==> src/design/assert_macros.svh <==
// Assertion helpers shared by the design files.
// Both macros sample on the rising edge of clk_i.
`ifndef ASSERT_MACROS_SVH
`define ASSERT_MACROS_SVH

// Checked only while out of reset
`define ASSERT_RST(lbl, prop, msg) \
  lbl: assert property (@(posedge clk_i) disable iff (!rst_ni) (prop)) else $error(msg);

// Checked on every edge, reset included
`define ASSERT_ALWAYS(lbl, prop, msg) \
  lbl: assert property (@(posedge clk_i) (prop)) else $error(msg);

`endif

==> src/design/sbfd_pkg.sv <==
`timescale 1ns / 1ps

package sbfd_pkg;

  // Frame layout
  localparam int FRAME_LEN   = 25;
  localparam int POS_W       = $clog2(FRAME_LEN);
  localparam int STORE_BYTES = 15;                    // header plus channel bytes 1..14
  localparam int PACK_W      = 8 * (STORE_BYTES - 1);
  localparam logic [7:0] FRAME_HEADER = 8'h0F;
  localparam logic [7:0] FRAME_FOOTER = 8'h00;

  // Channel layout
  localparam int RAW_W    = 11;
  localparam int CHAN_W   = 12;
  localparam int NUM_CHAN = 6;
  localparam int NUM_STICK = 4;
  localparam int NUM_SW   = 4;
  localparam int SW_W     = 2;
  localparam logic signed [CHAN_W-1:0] SW_LOW_LEVEL = 12'sd783;

  // Configuration register widths and reset values
  localparam int CFG_IDX_W  = 2;
  localparam int CFG_DATA_W = 11;
  localparam int WD_W       = 8;
  localparam logic [RAW_W-1:0] CENTER_RST  = 11'd1024;
  localparam logic [RAW_W-1:0] LIMIT_RST   = 11'd784;
  localparam logic [WD_W-1:0]  TIMEOUT_RST = 8'd20;
  localparam logic [WD_W-1:0]  STARTUP_RST = 8'd10;

  typedef enum logic [CFG_IDX_W-1:0] {
    CFG_CENTER_OFFSET = 2'd0,
    CFG_STICK_LIMIT   = 2'd1,
    CFG_TIMEOUT_TICKS = 2'd2,
    CFG_STARTUP_TICKS = 2'd3
  } cfg_idx_e;

  typedef enum logic {
    CMD_BYTE = 1'b0,
    CMD_TICK = 1'b1
  } cmd_e;

  typedef enum logic [SW_W-1:0] {
    SW_CLEARED = 2'd0,
    SW_HIGH    = 2'd1,
    SW_LOW     = 2'd2,
    SW_MIDDLE  = 2'd3
  } sw_code_e;

  // One accepted input request
  typedef struct packed {
    logic       frame_start;
    cmd_e       cmd;
    logic [7:0] data_byte;
  } item_t;

  // Frame buffer status toward the core
  typedef struct packed {
    logic done;     // this byte completes a frame
    logic hdr_ok;
    logic ftr_ok;
  } frame_stat_t;

  // Unpacked frame contents
  typedef struct packed {
    logic [NUM_SW-1:0][SW_W-1:0]     sw;
    logic [NUM_CHAN-1:0][CHAN_W-1:0] chan;
    logic                            sticks_ok;
  } dec_t;

endpackage

==> src/design/sbfd_frame_buf.sv <==
`timescale 1ns / 1ps

module sbfd_frame_buf (
  input  logic                        clk_i,
  input  logic                        rst_ni,
  input  logic                        en_i,          // a byte request is processed
  input  logic [7:0]                  data_byte_i,
  input  logic                        frame_start_i,
  output sbfd_pkg::frame_stat_t       stat_o,
  output logic [sbfd_pkg::PACK_W-1:0] bytes_o        // frame bytes 1..14, byte 1 lowest
);

  localparam logic [sbfd_pkg::POS_W-1:0] LAST_POS =
    sbfd_pkg::POS_W'(sbfd_pkg::FRAME_LEN - 1);
  localparam logic [sbfd_pkg::POS_W-1:0] STORE_END =
    sbfd_pkg::POS_W'(sbfd_pkg::STORE_BYTES);

  logic [sbfd_pkg::POS_W-1:0] pos_q, pos_d;
  logic [sbfd_pkg::POS_W-1:0] wr_pos;
  logic                       wr_en;
  logic [7:0]                 buf_q [sbfd_pkg::STORE_BYTES];

  // Byte position: a start byte opens a frame, the last byte closes it
  always_comb begin
    pos_d  = pos_q;
    wr_pos = frame_start_i ? '0 : pos_q;
    wr_en  = 1'b0;
    if (en_i) begin
      if (frame_start_i) begin
        wr_en = 1'b1;
        pos_d = sbfd_pkg::POS_W'(1);
      end else if (pos_q != '0) begin
        wr_en = 1'b1;
        pos_d = (pos_q == LAST_POS) ? '0 : pos_q + sbfd_pkg::POS_W'(1);
      end
    end
  end

  always_ff @(posedge clk_i or negedge rst_ni) begin
    if (!rst_ni) begin
      pos_q <= '0;
    end else begin
      pos_q <= pos_d;
    end
  end

  // Only the header and channel bytes are kept
  always_ff @(posedge clk_i) begin
    for (int i = 0; i < sbfd_pkg::STORE_BYTES; i++) begin
      if (wr_en && wr_pos < STORE_END && wr_pos == sbfd_pkg::POS_W'(i)) begin
        buf_q[i] <= data_byte_i;
      end
    end
  end

  always_comb begin
    for (int i = 1; i < sbfd_pkg::STORE_BYTES; i++) begin
      bytes_o[(i-1)*8 +: 8] = buf_q[i];
    end
  end

  // Footer is the byte in flight
  assign stat_o.done   = en_i && !frame_start_i && (pos_q == LAST_POS);
  assign stat_o.hdr_ok = (buf_q[0] == sbfd_pkg::FRAME_HEADER);
  assign stat_o.ftr_ok = (data_byte_i == sbfd_pkg::FRAME_FOOTER);

endmodule

==> src/design/sbfd_decode.sv <==
`timescale 1ns / 1ps

module sbfd_decode (
  input  logic [sbfd_pkg::PACK_W-1:0] bytes_i,
  input  logic [sbfd_pkg::RAW_W-1:0]  center_i,
  input  logic [sbfd_pkg::RAW_W-1:0]  limit_i,
  output sbfd_pkg::dec_t              dec_o
);

  logic signed [sbfd_pkg::CHAN_W-1:0] cent [sbfd_pkg::NUM_CHAN + sbfd_pkg::NUM_SW];
  logic [sbfd_pkg::CHAN_W-1:0]        mag  [sbfd_pkg::NUM_STICK];
  logic [sbfd_pkg::NUM_STICK-1:0]     in_lim;

  // Eleven-bit channels packed LSB first, centred
  always_comb begin
    for (int i = 0; i < sbfd_pkg::NUM_CHAN + sbfd_pkg::NUM_SW; i++) begin
      cent[i] = $signed({1'b0, bytes_i[i*sbfd_pkg::RAW_W +: sbfd_pkg::RAW_W]})
              - $signed({1'b0, center_i});
    end
  end

  // Stick magnitude check
  always_comb begin
    for (int i = 0; i < sbfd_pkg::NUM_STICK; i++) begin
      mag[i]    = cent[i][sbfd_pkg::CHAN_W-1] ? -cent[i] : cent[i];
      in_lim[i] = (mag[i] <= {1'b0, limit_i});
    end
  end

  always_comb begin
    for (int i = 0; i < sbfd_pkg::NUM_CHAN; i++) begin
      dec_o.chan[i] = cent[i];
    end
    // Switch levels: zero is middle, the low level is low, anything else high
    for (int i = 0; i < sbfd_pkg::NUM_SW; i++) begin
      if (cent[sbfd_pkg::NUM_CHAN + i] == '0) begin
        dec_o.sw[i] = sbfd_pkg::SW_MIDDLE;
      end else if (cent[sbfd_pkg::NUM_CHAN + i] == sbfd_pkg::SW_LOW_LEVEL) begin
        dec_o.sw[i] = sbfd_pkg::SW_LOW;
      end else begin
        dec_o.sw[i] = sbfd_pkg::SW_HIGH;
      end
    end
    dec_o.sticks_ok = &in_lim;
  end

endmodule

==> src/design/sbus_frame_decoder_with_link_watchdog_core.sv <==
// Path: a tick or frame-closing byte is held in the input register, then registered in
// the result register, which raises m_axis_tvalid; a full result slot can hold it back.
// Throughput: one request per cycle; while a result waits on m_axis_tready the input
// register takes one more request and then s_axis_tready drops until the result goes.
// Reset (rst_ni, async low): config to defaults, link offline, data cleared,
// watchdog loaded with the default startup count, no frame open.
`timescale 1ns / 1ps

`include "assert_macros.svh"

module sbus_frame_decoder_with_link_watchdog_core (
  input  logic                              clk_i,
  input  logic                              rst_ni,
  // Config write port
  input  logic                              cfg_we_i,
  input  logic [sbfd_pkg::CFG_IDX_W-1:0]    cfg_idx_i,
  input  logic [sbfd_pkg::CFG_DATA_W-1:0]   cfg_data_i,
  // Input stream
  input  logic                              s_axis_tvalid,
  output logic                              s_axis_tready,
  input  logic [7:0]                        s_axis_tdata,  // data_byte
  input  logic [1:0]                        s_axis_tuser,  // cmd, frame_start
  // Result stream
  output logic                              m_axis_tvalid,
  input  logic                              m_axis_tready,
  // right_stick_h, right_stick_v, left_stick_v, left_stick_h, left_knob,
  // right_knob (12 each), sw_a, sw_b, sw_c, sw_d (2 each)
  output logic [79:0]                       m_axis_tdata,
  output logic [1:0]                        m_axis_tuser   // frame_ok, link_online
);

  localparam int CH_BITS = sbfd_pkg::NUM_CHAN * sbfd_pkg::CHAN_W;
  localparam int SW_BITS = sbfd_pkg::NUM_SW * sbfd_pkg::SW_W;

  // Config registers
  logic [sbfd_pkg::RAW_W-1:0] center_q, limit_q;
  logic [sbfd_pkg::WD_W-1:0]  timeout_q;

  // Input stage
  sbfd_pkg::item_t in_q;
  logic            in_valid_q;
  logic            advance;
  logic            is_tick;
  logic            fb_en;

  // Link state
  logic [sbfd_pkg::NUM_CHAN-1:0][sbfd_pkg::CHAN_W-1:0] chan_q, chan_d;
  logic [sbfd_pkg::NUM_SW-1:0][sbfd_pkg::SW_W-1:0]     sw_q, sw_d;
  logic                                                valid_q, valid_d;
  logic                                                online_q, online_d;
  logic [sbfd_pkg::WD_W-1:0]                           wd_q, wd_d;

  // Result stage
  logic                     out_valid_q, out_valid_d;
  logic [CH_BITS+SW_BITS-1:0] res_data_q;
  logic [1:0]               res_user_q;
  logic                     produce;

  sbfd_pkg::frame_stat_t      fstat;
  logic [sbfd_pkg::PACK_W-1:0] fbytes;
  sbfd_pkg::dec_t             dec;

  // Config writes
  always_ff @(posedge clk_i or negedge rst_ni) begin
    if (!rst_ni) begin
      center_q  <= sbfd_pkg::CENTER_RST;
      limit_q   <= sbfd_pkg::LIMIT_RST;
      timeout_q <= sbfd_pkg::TIMEOUT_RST;
    end else if (cfg_we_i) begin
      unique case (sbfd_pkg::cfg_idx_e'(cfg_idx_i))
        sbfd_pkg::CFG_CENTER_OFFSET: center_q  <= cfg_data_i[sbfd_pkg::RAW_W-1:0];
        sbfd_pkg::CFG_STICK_LIMIT:   limit_q   <= cfg_data_i[sbfd_pkg::RAW_W-1:0];
        sbfd_pkg::CFG_TIMEOUT_TICKS: timeout_q <= cfg_data_i[sbfd_pkg::WD_W-1:0];
        sbfd_pkg::CFG_STARTUP_TICKS: ;  // loads the watchdog below
      endcase
    end
  end

  // Input register; the request moves on when the result slot is free
  assign advance       = in_valid_q && (!out_valid_q || m_axis_tready);
  assign s_axis_tready = !in_valid_q || advance;
  assign is_tick       = (in_q.cmd == sbfd_pkg::CMD_TICK);
  assign fb_en         = advance && !is_tick;

  always_ff @(posedge clk_i or negedge rst_ni) begin
    if (!rst_ni) begin
      in_valid_q <= 1'b0;
    end else if (s_axis_tready) begin
      in_valid_q <= s_axis_tvalid;
    end
  end

  always_ff @(posedge clk_i) begin
    if (s_axis_tready && s_axis_tvalid) begin
      in_q.data_byte   <= s_axis_tdata;
      in_q.cmd         <= sbfd_pkg::cmd_e'(s_axis_tuser[0]);
      in_q.frame_start <= s_axis_tuser[1];
    end
  end

  sbfd_frame_buf u_frame_buf (
    .clk_i         (clk_i),
    .rst_ni        (rst_ni),
    .en_i          (fb_en),
    .data_byte_i   (in_q.data_byte),
    .frame_start_i (in_q.frame_start),
    .stat_o        (fstat),
    .bytes_o       (fbytes)
  );

  sbfd_decode u_decode (
    .bytes_i  (fbytes),
    .center_i (center_q),
    .limit_i  (limit_q),
    .dec_o    (dec)
  );

  // Watchdog and frame acceptance
  always_comb begin
    chan_d   = chan_q;
    sw_d     = sw_q;
    valid_d  = valid_q;
    online_d = online_q;
    wd_d     = wd_q;
    if (advance && is_tick) begin
      if (wd_q != '0) begin
        wd_d = wd_q - sbfd_pkg::WD_W'(1);
      end else begin
        online_d = 1'b0;
        chan_d   = '0;
        sw_d     = '0;
      end
    end else if (fstat.done && fstat.hdr_ok && fstat.ftr_ok) begin
      chan_d = dec.chan;
      sw_d   = dec.sw;
      if (!dec.sticks_ok) begin
        valid_d = 1'b0;
      end else begin
        valid_d = 1'b1;
        if (sbfd_pkg::sw_code_e'(dec.sw[0]) != sbfd_pkg::SW_HIGH) begin
          wd_d     = timeout_q;
          online_d = 1'b1;
        end else begin
          chan_d = '0;
          sw_d   = '0;
        end
      end
    end
    // Startup count write reloads the watchdog
    if (cfg_we_i && sbfd_pkg::cfg_idx_e'(cfg_idx_i) == sbfd_pkg::CFG_STARTUP_TICKS) begin
      wd_d = cfg_data_i[sbfd_pkg::WD_W-1:0];
    end
  end

  always_ff @(posedge clk_i or negedge rst_ni) begin
    if (!rst_ni) begin
      chan_q   <= '0;
      sw_q     <= '0;
      valid_q  <= 1'b0;
      online_q <= 1'b0;
      wd_q     <= sbfd_pkg::STARTUP_RST;
    end else begin
      chan_q   <= chan_d;
      sw_q     <= sw_d;
      valid_q  <= valid_d;
      online_q <= online_d;
      wd_q     <= wd_d;
    end
  end

  // Result register: ticks and closed frames give a result
  assign produce = advance && (is_tick || fstat.done);

  always_comb begin
    out_valid_d = out_valid_q;
    if (produce) begin
      out_valid_d = 1'b1;
    end else if (m_axis_tready) begin
      out_valid_d = 1'b0;
    end
  end

  always_ff @(posedge clk_i or negedge rst_ni) begin
    if (!rst_ni) begin
      out_valid_q <= 1'b0;
    end else begin
      out_valid_q <= out_valid_d;
    end
  end

  always_ff @(posedge clk_i) begin
    if (produce) begin
      res_data_q <= {sw_d, chan_d};
      res_user_q <= {online_d, valid_d};
    end
  end

  assign m_axis_tvalid = out_valid_q;
  assign m_axis_tdata  = res_data_q;
  assign m_axis_tuser  = res_user_q;

  // A held request stays in the input register
  `ASSERT_RST(a_in_held, in_valid_q && !advance |=> in_valid_q && $stable(in_q),
              "input request lost while stalled")
  // A tick always yields a result
  `ASSERT_RST(a_tick_result, advance && is_tick |=> out_valid_q,
              "tick gave no result")
  // An expired watchdog drops the link and clears the data
  `ASSERT_RST(a_expire,
              advance && is_tick && wd_q == '0 |=> !online_q && chan_q == '0 && sw_q == '0,
              "watchdog expiry did not clear the link")

endmodule
==> config.mk <==
export PLATFORM = sky130hd
export DESIGN_NAME = sbus_frame_decoder_with_link_watchdog_core
export DESIGN_NICKNAME = d
export VERILOG_FILES = /design/src/design/sbfd_pkg.sv /design/src/design/sbfd_frame_buf.sv /design/src/design/sbfd_decode.sv /design/src/design/sbus_frame_decoder_with_link_watchdog_core.sv
export VERILOG_INCLUDE_DIRS = /design/src /design/src/design
export SDC_FILE = /design/constraint.sdc
export NUM_CORES = 1
export LEC_CHECK = 0
export ABC_CLOCK_PERIOD_IN_PS = 8560
export BUFFER_PORTS_ARGS = -buffer_cell sky130_fd_sc_hd__buf_2
export CORE_UTILIZATION = 60
export CTS_CLUSTER_DIAMETER = 200
export DETAILED_ROUTE_END_ITERATION = 12
export GPL_ROUTABILITY_DRIVEN = 0
export HOLD_SLACK_MARGIN = 0.03
export PLACE_DENSITY = 0.81
export SLEW_MARGIN = 20
export SYNTH_ARGS = -nofsm -noshare
export SYNTH_HDL_FRONTEND = slang
export SYNTH_HIERARCHICAL = 1
export SYNTH_SLANG_ARGS = --single-unit
export TNS_END_PERCENT = 50
==> constraint.sdc <==
create_clock -name clk_i -period 8.56 [get_ports clk_i]
set_input_delay 2.568 -clock clk_i [delete_from_list [all_inputs] [get_ports clk_i]]
set_output_delay 2.568 -clock clk_i [all_outputs]
set_load 0.005 [all_outputs]
### Word level (Yosys, flattened, before mapping)

Memory sizes are Yosys's and may differ from the RTL's.
Index checks and enable logic that the tools add are counted.

| cells by class | value |
|---|---|
| shifts and indexed selects | 0 |
| mux-type cells | 117 |
| $mul | 0 |
| $lt $le $gt $ge | 5 |
| bitwise gates (word level) | 0 |
| reductions and logical operators | 67 |
| equal/unequal tests | 25 |
| add/subtract/negate cells | 16 |
| div/mod/pow operators | 0 |

Operator list:

| operator | count |
|---|---|
| $mux 72 | 5 |
| $mux 8 | 25 |
| $sub 11x11->12 | 10 |
| $reduce_or 8->1 | 14 |
| $mux 1 | 57 |
| $mux 4 | 14 |
| $eq 12x11->1 const B | 4 |
| $le 12x11->1 | 4 |
| $logic_not 12->1 | 4 |
| $mux 12 | 4 |
| $neg 12->12 | 4 |
| $eq 5x4->1 const B | 7 |
| $logic_and 1x1->1 | 26 |
| $eq 5x3->1 const B | 4 |
| $mux 5 | 4 |
| $mux 2 | 8 |
| $eq 5x2->1 const B | 2 |
| $reduce_bool 3->1 | 3 |
| $eq 8x4->1 const B | 1 |
| $logic_not 8->1 | 1 |
| $reduce_and 2->1 | 4 |
| $reduce_and 4->1 | 2 |
| $reduce_bool 8->1 | 1 |
| $sub 8x1->8 const B | 1 |
| other kinds (14) | 21 |

| storage, ports and cells | value |
|---|---|
| bits in registers | 219 |
| word-level logic and storage cells | 255 |
| bits in latches | 0 |
| memory bits (read-only) | 0 |
| memories kept | 1 |
| memory bits (writable) | 120 |

Memory list:

| memory | depth | width | read ports | clocked after Yosys merged registers in | wr ports | RTL line | RTL |
|---|---|---|---|---|---|---|---|
| u_frame_buf.buf_q | 15 | 8 | 15 | 0 | 1 | sbfd_frame_buf.sv:21 | `logic [7:0] buf_q [sbfd_pkg::STORE_BYTES];` |

### Longest topological paths before layout

| depth | value |
|---|---|
| depth in word-level cells | 24 |
| gate-level depth with buffers | 27 |

### Cells and area by module

The synthesis kept the hierarchy.

Modules (own cells, without submodules):

| module | sequential area each (um^2) | instances | cells an instance | area each (um^2) |
|---|---|---|---|---|
| sbus_frame_decoder_with_link_watchdog_core | 5825.6 | 1 | 444 | 7686.1 |
| sbfd_decode | 0.0 | 1 | 926 | 6767.7 |
| sbfd_frame_buf | 3728.6 | 1 | 253 | 4598.2 |

### Least setup slack after synthesis

OpenSTA, ideal clock, no wires.

| timing path | value |
|---|---|
| path kind | input-to-reg |
| from | input m_axis_tready |
| to | register res_data_q[0] (netlist: m_axis_tdata[0]) (enable) |
| stages | 7 |
| arrival time | 7.022 ns |
| setup time | 0.523 ns |
| slack | 1.015 ns |
| buffers on the path | 0 |
| cell sequence | nand2b_1 > nand2_1 > nor2_1 > nand2b_1 > nor4_1 > nor2_1 > nor2_1 |

RTL lines:

| element | RTL line | RTL |
|---|---|---|
| from (decl) | sbus_frame_decoder_with_link_watchdog_core.sv:25 | `input logic m_axis_tready,` |
| to (signal assigned) | sbus_frame_decoder_with_link_watchdog_core.sv:193 | `res_data_q <= {sw_d, chan_d};` |
| to (decl) | sbus_frame_decoder_with_link_watchdog_core.sv:55 | `logic [CH_BITS+SW_BITS-1:0] res_data_q;` |

==> summary.txt <==
STA
  • Setup TNS: 0 ns
  • Minimum clock period: 6.88 ns
  • Worst-Margin Slew: ~1.1 ns
  • Post-Route Skew: about 0.024 ns
  • Remaining max-slew budget at the tightest pin: 26.9%
  • Hold Fails Final Rpt: 0
  • Maximum operating frequency: between 0.1 and 0.15 GHz
  • RSZ-0062 raised after global routing: false
  • Hold slack: ~0.50 ns
  • Final Max Tran Viols: 0
  • Final worst-path setup slack: around 1.7 ns
  • Final setup viols: 0
  • Ratio of final minimum period to clock period: 80.4%

Placement
  • DPL Wire Length: 29,600 µm
  • Input/output buffers: ~110
  • Cell count after placement: 2,054
  • Worst setup slack after placement: 1.88 ns
  • Placed cell areas: 0.0195 mm²

Clocking
  • Clock tree from TritonCTS: done
  • CTS H-tree lvls: 2
  • Post-cts sizing count: 0
  • Hold-fix buffers, CTS: 0
  • Number of sinks handled by clock tree synthesis: 337
  • Clock tree root driver cell: sky130_fd_sc_hd__clkbuf_16
  • Number of post-CTS setup repair buffers: 0
  • Insertion delay to the later sink of the worst-skew pair: 0.53 ns
  • Clk buf depth: 3
  • Clock transition at the registers of the reported paths: 0.06 ns
  • TritonCTS buffer count: 35

Global routing
  • Antenna violations before repair: 0
  • GRT overflow: 0
  • Vias in the first global route: about 13,000
  • Pin count of the biggest net entering global routing: 81
  • Global-route wire length before repair: 69,300 µm
  • GR Util All Layers: 27.1%

Setup path
  • Required @ worst endpoint: just under 9 ns
  • Register-to-Register Setup Slack: 1.68 ns
  • Biggest cell delay along the critical path: 0.58 ns
  • Worst setup path class: reg2reg
  • Critical Path Slowest Stage Cell: sky130_fd_sc_hd__a2111oi_1
  • Largest driver fanout on the critical path: 55
  • Worst setup SP type: flop
  • CP Buf/Inv Count: 2
  • Cells traversed along the worst timing path: inv_1, ha_1, nor2_1, a211oi_1, o2111a_1, a2111oi_1, o21bai_1, a21o_1, a31oi_1, xor2_1, ha_1, a21oi_1, o21ai_0, a21o_1, a221o_1, o21ai_0, and4_1, nand3_1, nor3_1, nand2b_1, o21a_2, buf_4, a22o_1
  • Crit path capture type: flop
  • Family with the most delay on the worst path: compound AO/OA/AOI/OAI gates
  • Worst endpoint data arrival time: between 7 and 8 ns

Pwr
  • Peak ir drop on the vdd network: between 0.15 and 0.2 mV
  • Leakage power total: a little under 9 nW
  • Total power after layout: roughly 5.2 mW
  • Power density relative to cell area: 253 mW/mm²

Drt
  • Final antenna-violating net count: 0
  • Number of vias after detailed routing: 13,300
  • DR pass1 iterations: 10
  • Drt drc: 12
  • Vias per cell: 6.28
  • Avg WL per Cell: approximately 21 µm
  • DRT Wirelength: 43,700 µm
  • Number of DRC markers after the initial detailed-route iteration: 1,027

Synthesis
  • Number of instances in the synthesized netlist: 1,621
  • Cell area after synthesis: 0.0190 mm²
  • Synthesis Warnings: 6
  • Syn Area/Cell: 11.7 µm²
  • Nets in the synthesized netlist: 1,821

Finish
  • Count of antenna diodes in the layout: 0
  • Number of standard cells in the final layout excluding fillers: 2,118
  • Nets: 1,895
  • Area growth syn-to-layout: 8.91%
  • Fraction of layout cells with a size suffix above 1: between 10% and 20%
  • Core occupancy in the finished layout: 67.1%
  • Total of fill cells in the finished design: about 2,200
  • Summed area of non-filler cells in the final layout: 0.0207 mm²

Floorplan
  • Die footprint: about 0.032 mm²
  • Chip width: roughly 180 µm
  • Floorplan row count: 64
  • Die boundary height: 180 µm
  • Floorplan core area: 0.0308 mm²
  • Number of ports placed on the die boundary: 112
  • Starting density of the core: 61.6%

Outcome
  • Failing checks: design-rule violations
  • Run status: finished with violations

Run
  • Max_cap viols: 0

Hold path
  • Worst hold-check path type: reg2reg
-- registers in the layout, summed over array words and instances, names as in the netlist, 2 cells and up --
| name | cells |
|---|---|
| center_q | 11 |
| chan_q | 72 |
| in_q | 9 |
| limit_q | 11 |
| m_axis_tdata | 80 |
| m_axis_tuser | 2 |
| sw_q | 8 |
| timeout_q | 8 |
| u_frame_buf/buf_q | 118 |
| u_frame_buf/pos_q | 5 |
| wd_q | 8 |
-- path summary, 6_finish.rpt --
kind / start / endpoint / cells after the start
max: center_q[2] / m_axis_tdata[20] / 23
min: chan_q[68] / chan_q[68] / 1
max reg2reg: center_q[2] / m_axis_tdata[20] / 23
min reg2reg: chan_q[68] / chan_q[68] / 1
max in group asynchronous: rst_ni / chan_q[62] / 2
min in group asynchronous: rst_ni / chan_q[2] / 1
-- area by class of cell --
cell class / instances / area, µm² / share of cell area, %
Clock buffer: 46 / 947 / 4.58
Timing Repair Buffer: 123 / 648 / 3.13
Clock inverter: 18 / 230 / 1.11
Sequential cell: 337 / 9490 / 45.9
Inverter: 107 / 402 / 1.94
Multi-Input combinational cell: 1091 / 8470 / 40.9
Tap cell: 396 / 495 / 2.40
-- cell usage in the layout, fill, tap and decap left out, types with 20 or more instances in the layout --
cell                          n
sky130_fd_sc_hd__a21oi_1     67
sky130_fd_sc_hd__a22o_1      79
sky130_fd_sc_hd__a31oi_1     20
sky130_fd_sc_hd__buf_2      110
sky130_fd_sc_hd__clkbuf_16   35
sky130_fd_sc_hd__dfrtp_1    119
sky130_fd_sc_hd__edfxtp_1   210
sky130_fd_sc_hd__ha_1       162
sky130_fd_sc_hd__inv_1      105
sky130_fd_sc_hd__mux2_2      32
sky130_fd_sc_hd__nand2_1     76
sky130_fd_sc_hd__nand3_1     26
sky130_fd_sc_hd__nor2_1      99
sky130_fd_sc_hd__nor2b_1     28
sky130_fd_sc_hd__nor3_1      35
sky130_fd_sc_hd__o21a_1      22
sky130_fd_sc_hd__o21ai_0     46
sky130_fd_sc_hd__xnor2_1     60
sky130_fd_sc_hd__xor2_1      37
-- metal layers --
| layer | global-route usage (%) | up-vias | wire length, µm |
|---|---|---|---|
| met5 | 0 | - | 0 |
| met4 | 10.6 | 0 | 1560 |
| met3 | 3.46 | 121 | 2960 |
| met2 | 45.5 | 579 | 20700 |
| met1 | 36.0 | 6418 | 18500 |
| li1 | - | 6184 | - |
-- power by group --
part	internal (mW)	switching, mW	leakage, nW	total, mW
Clock	0.915	0.637	0.574	1.55
Combinational	0.720	1.05	4.45	1.77
Sequential	1.83	0.0885	3.63	1.91
No activity file was read; power rests on OpenSTA's default activity.
